`config.mk`:
```
export PLATFORM = sky130hd
export DESIGN_NAME = bba_ram
export DESIGN_NICKNAME = d
export VERILOG_FILES = /design/src/sv/bba_ram.sv
export SDC_FILE = /design/constraint.sdc
export NUM_CORES = 2
export LEC_CHECK = 0
export ABC_AREA = 1
export BUFFER_PORTS_ARGS = -buffer_cell sky130_fd_sc_hd__clkbuf_2
export CAP_MARGIN = 5
export CORE_ASPECT_RATIO = 0.9
export CORE_MARGIN = 2
export CORE_UTILIZATION = 40
export DETAILED_ROUTE_END_ITERATION = 16
export PLACE_DENSITY_LB_ADDON = 0.15
export SLEW_MARGIN = 20
export SYNTH_ARGS = -nofsm -noshare
export SYNTH_HDL_FRONTEND = slang
export SYNTH_SLANG_ARGS = --single-unit
export TNS_END_PERCENT = 1
```
`constraint.sdc`:
```
create_clock -name clk -period 7.86 [get_ports clk]
set_input_delay 1.572 -clock clk [delete_from_list [all_inputs] [get_ports clk]]
set_output_delay 1.572 -clock clk [all_outputs]
set_load 0.02 [all_outputs]
```
`src/sv/bba_ram.sv`:
```
module bba_ram #(
	parameter int WIDTH = 32,
	parameter int DEPTH = 128
) (
	input  logic                     clk,
	input  logic                     wr_en,
	input  logic [$clog2(DEPTH)-1:0] wr_addr,
	input  logic [WIDTH-1:0]         wr_data,
	input  logic                     rd_en,
	input  logic [$clog2(DEPTH)-1:0] rd_addr,
	output logic [WIDTH-1:0]         rd_data
);

	logic [WIDTH-1:0] mem [DEPTH];

	always_ff @(posedge clk) begin
		if (wr_en) begin
			mem[wr_addr] <= wr_data;
		end
		if (rd_en) begin
			rd_data <= mem[rd_addr];
		end
	end

endmodule

```
==> results.cfg <==
[clock_tree]
cts_root_buf = clkbuf_16
cts_hold_buffers = 0
clk_pin_slew_ns = 0.06
post-cts-setup-buffers = 0
htree_levels = 5
cts_tree = built
clock_sinks = 4128
cts_resized = 0
clk_latency_ns = 1.00
cts_buffers = 439
clockBufferDepth = 4

[timing]
fin_crit_ns = 4.70
final_hold_viol_count = 0
worstMarginPinSlew_ns = 1.20
skew_ns = 0.0608
slew_headroom_pct = 19.8
fin_hold_ws_ns = 0.949
setup-tns-final_ns = 0
fmax_ghz = 0.213
rsz0062_at_grt = false
drv_slew = 0
min_period_over_period_pct = 59.8
setup_viol = 0

[logic_synthesis]
synth_top_area_share_pct = 75.1
avgSynthCellArea_um2 = 12.3
synth_area_leader_cell = edfxtp_1
ys_ff_latch = 4128
synth_area_um2 = 165000
ys_warn_count = 0
synthCells = 13400
synth_cell_types = 14
syn-num-nets = 13400
ys_seq_area_share_pct = 75.1
synth.area.top_cells = edfxtp_1, nand3_1, nand2_1

[critical_path]
rr_startpoint = mem[101][29]
startpoint_type = input port
cp.arrival_ns = 5.38
cp_max_fo = 120
reg2reg_slack_ns = 5.12
reg2reg_to = rd_data[29]
startpoint = rd_addr[1]
cp-endpoint = rd_data[29]
crit_path_end_kind = register
path_class = input port to register
worstPathRequired_ns = 8.54
worst_r2r_path_depth = 8

[flow_run]
drv_cap = 0

[grt]
grt_overflow = 0
track_usage_pct = 25.4
grt_pass1_wl_um = 766000
antenna_found_initial = 50
grt_max_degree = 187
grt_pass1_vias = 102000

[route]
wirelength_um = 542000
detail-route-antenna-nets = 0
wl_per_cell_um = 28.4
first_pass_iters = 6
vias_per_cell = 5.71
drtIter0Drc = 14000
drc = 0
vias = 109000

[floorplanning]
die_h_um = 613
io_pins = 81
core-area_um2 = 410000
initial_utilization_pct = 40.2
die_x_um = 681
placementRows = 223
die_area_um2 = 418000

[placed_design]
dpl-instance-area_um2 = 172000
gp_congestion = 0.867
post-dp-hpwl_um = 286000
port_buffers = 80

[layout]
nNetsFinal = 13300
area_growth_pct = 12.5
multiInputGateArea_um2 = 37300
fillers = 36700
regArea_um2 = 124000
final_common_cell = nand2_1
drive_above_1_share_pct = 8.18
final_util_pct = 45.2
final_area_um2 = 186000
final_cell_mix = nand2_1, edfxtp_1, nand3_1, clkbuf_16, buf_4

[status]
outcome = finished clean

[pwr]
p_leak_nw = 63.6
powerDensity_nw_per_um2 = 256
peakVddDrop_v = 0.000191

[hold_path]
hold_path_class = register to register
==> how the worst min path moves through the flow <==
stage | startpoint | end | slack (ns) | cells after the start
floorplan | mem[84][0] | rd_data[0] | 0.83 | 8
global placement | mem[120][19] | rd_data[19] | 0.97 | 8
detailed placement | mem[72][3] | rd_data[3] | 0.95 | 8
CTS | mem[73][3] | rd_data[3] | 0.96 | 8
global route | mem[74][3] | rd_data[3] | 1.03 | 8
finish | mem[73][3] | rd_data[3] | 0.95 | 8
==> worst max-delay path, stage by stage <==
cell,delay (ns)
buf_8,0.24
inv_16,0.46
buf_12,0.47
nand3_1,0.21
nand3_1,0.14
nand3_1,0.34
nand3_1,0.45
nand3_1,0.13
nand3_1,0.62
nand2_1,0.22
==> report_power, final <==
group / internal [mW] / leakage (nW) / switching, mW / total [mW]
registers: 24.3 / 37.1 / 0.0458 / 24.4
logic: 0.616 / 19.8 / 2.36 / 2.98
clock network: 11.5 / 6.72 / 8.59 / 20.1
==> cell usage after synthesis <==
cell type	number
buf_2	602
clkbuf_1	109
buf_4	86
edfxtp_1	4128
nor2_1	134
buf_8	1
nand2_1	4151
inv_1	20
buf_6	11
inv_2	2
nor3_1	8
nand3_1	4035
inv_4	2
buf_1	100
==> sequential cells by signal, indices dropped and copies added (netlist names) <==
signal,flops
mem,4096
rd_data,32
==> cell type report <==
type,count,share of cell area (%)
Sequential cell,4128,66.8
Multi-Input combinational cell,8328,20.1
Clock buffer,529,6.17
Tap cell,5400,3.64
Timing Repair Buffer,379,1.88
Clock inverter,266,1.25
Inverter,24,0.0809
Antenna cell,31,0.0418
==> per-layer routing <==
| layer | share of wire (%) | vias to the layer above | GRT usage (%) |
|---|---|---|---|
| met5 | 0.0085 | - | 0 |
| met4 | 4.0 | 8 | 9.52 |
| met3 | 8.5 | 849 | 4.02 |
| met2 | 45 | 4986 | 39.2 |
| met1 | 43 | 55200 | 36.5 |
| li1 | - | 47900 | - |
==> cells by family (layout without fill, tap and decap cells) <==
| kind of cell | count (synthesis) | count (layout) | synth area share [%] |
|---|---|---|---|
| other cells | 0 | 31 | 0 |
| simple gates | 8328 | 8328 | 22.0 |
| flops | 4128 | 4128 | 75.1 |
| buf+inv | 933 | 1198 | 2.84 |
==> through the flow <==
step | worst slack, ns | instances | power (mW)
finish | 3.16 | 19100 | 47.4
global route | 3.36 | 19100 | 48.7
CTS | 3.50 | 19100 | 47.7
detailed placement | 2.43 | 18300 | 27.8
global placement | 2.46 | 18300 | 27.8
floorplan | 3.89 | 13400 | 26.3
(Power assumes the default switching activity.)
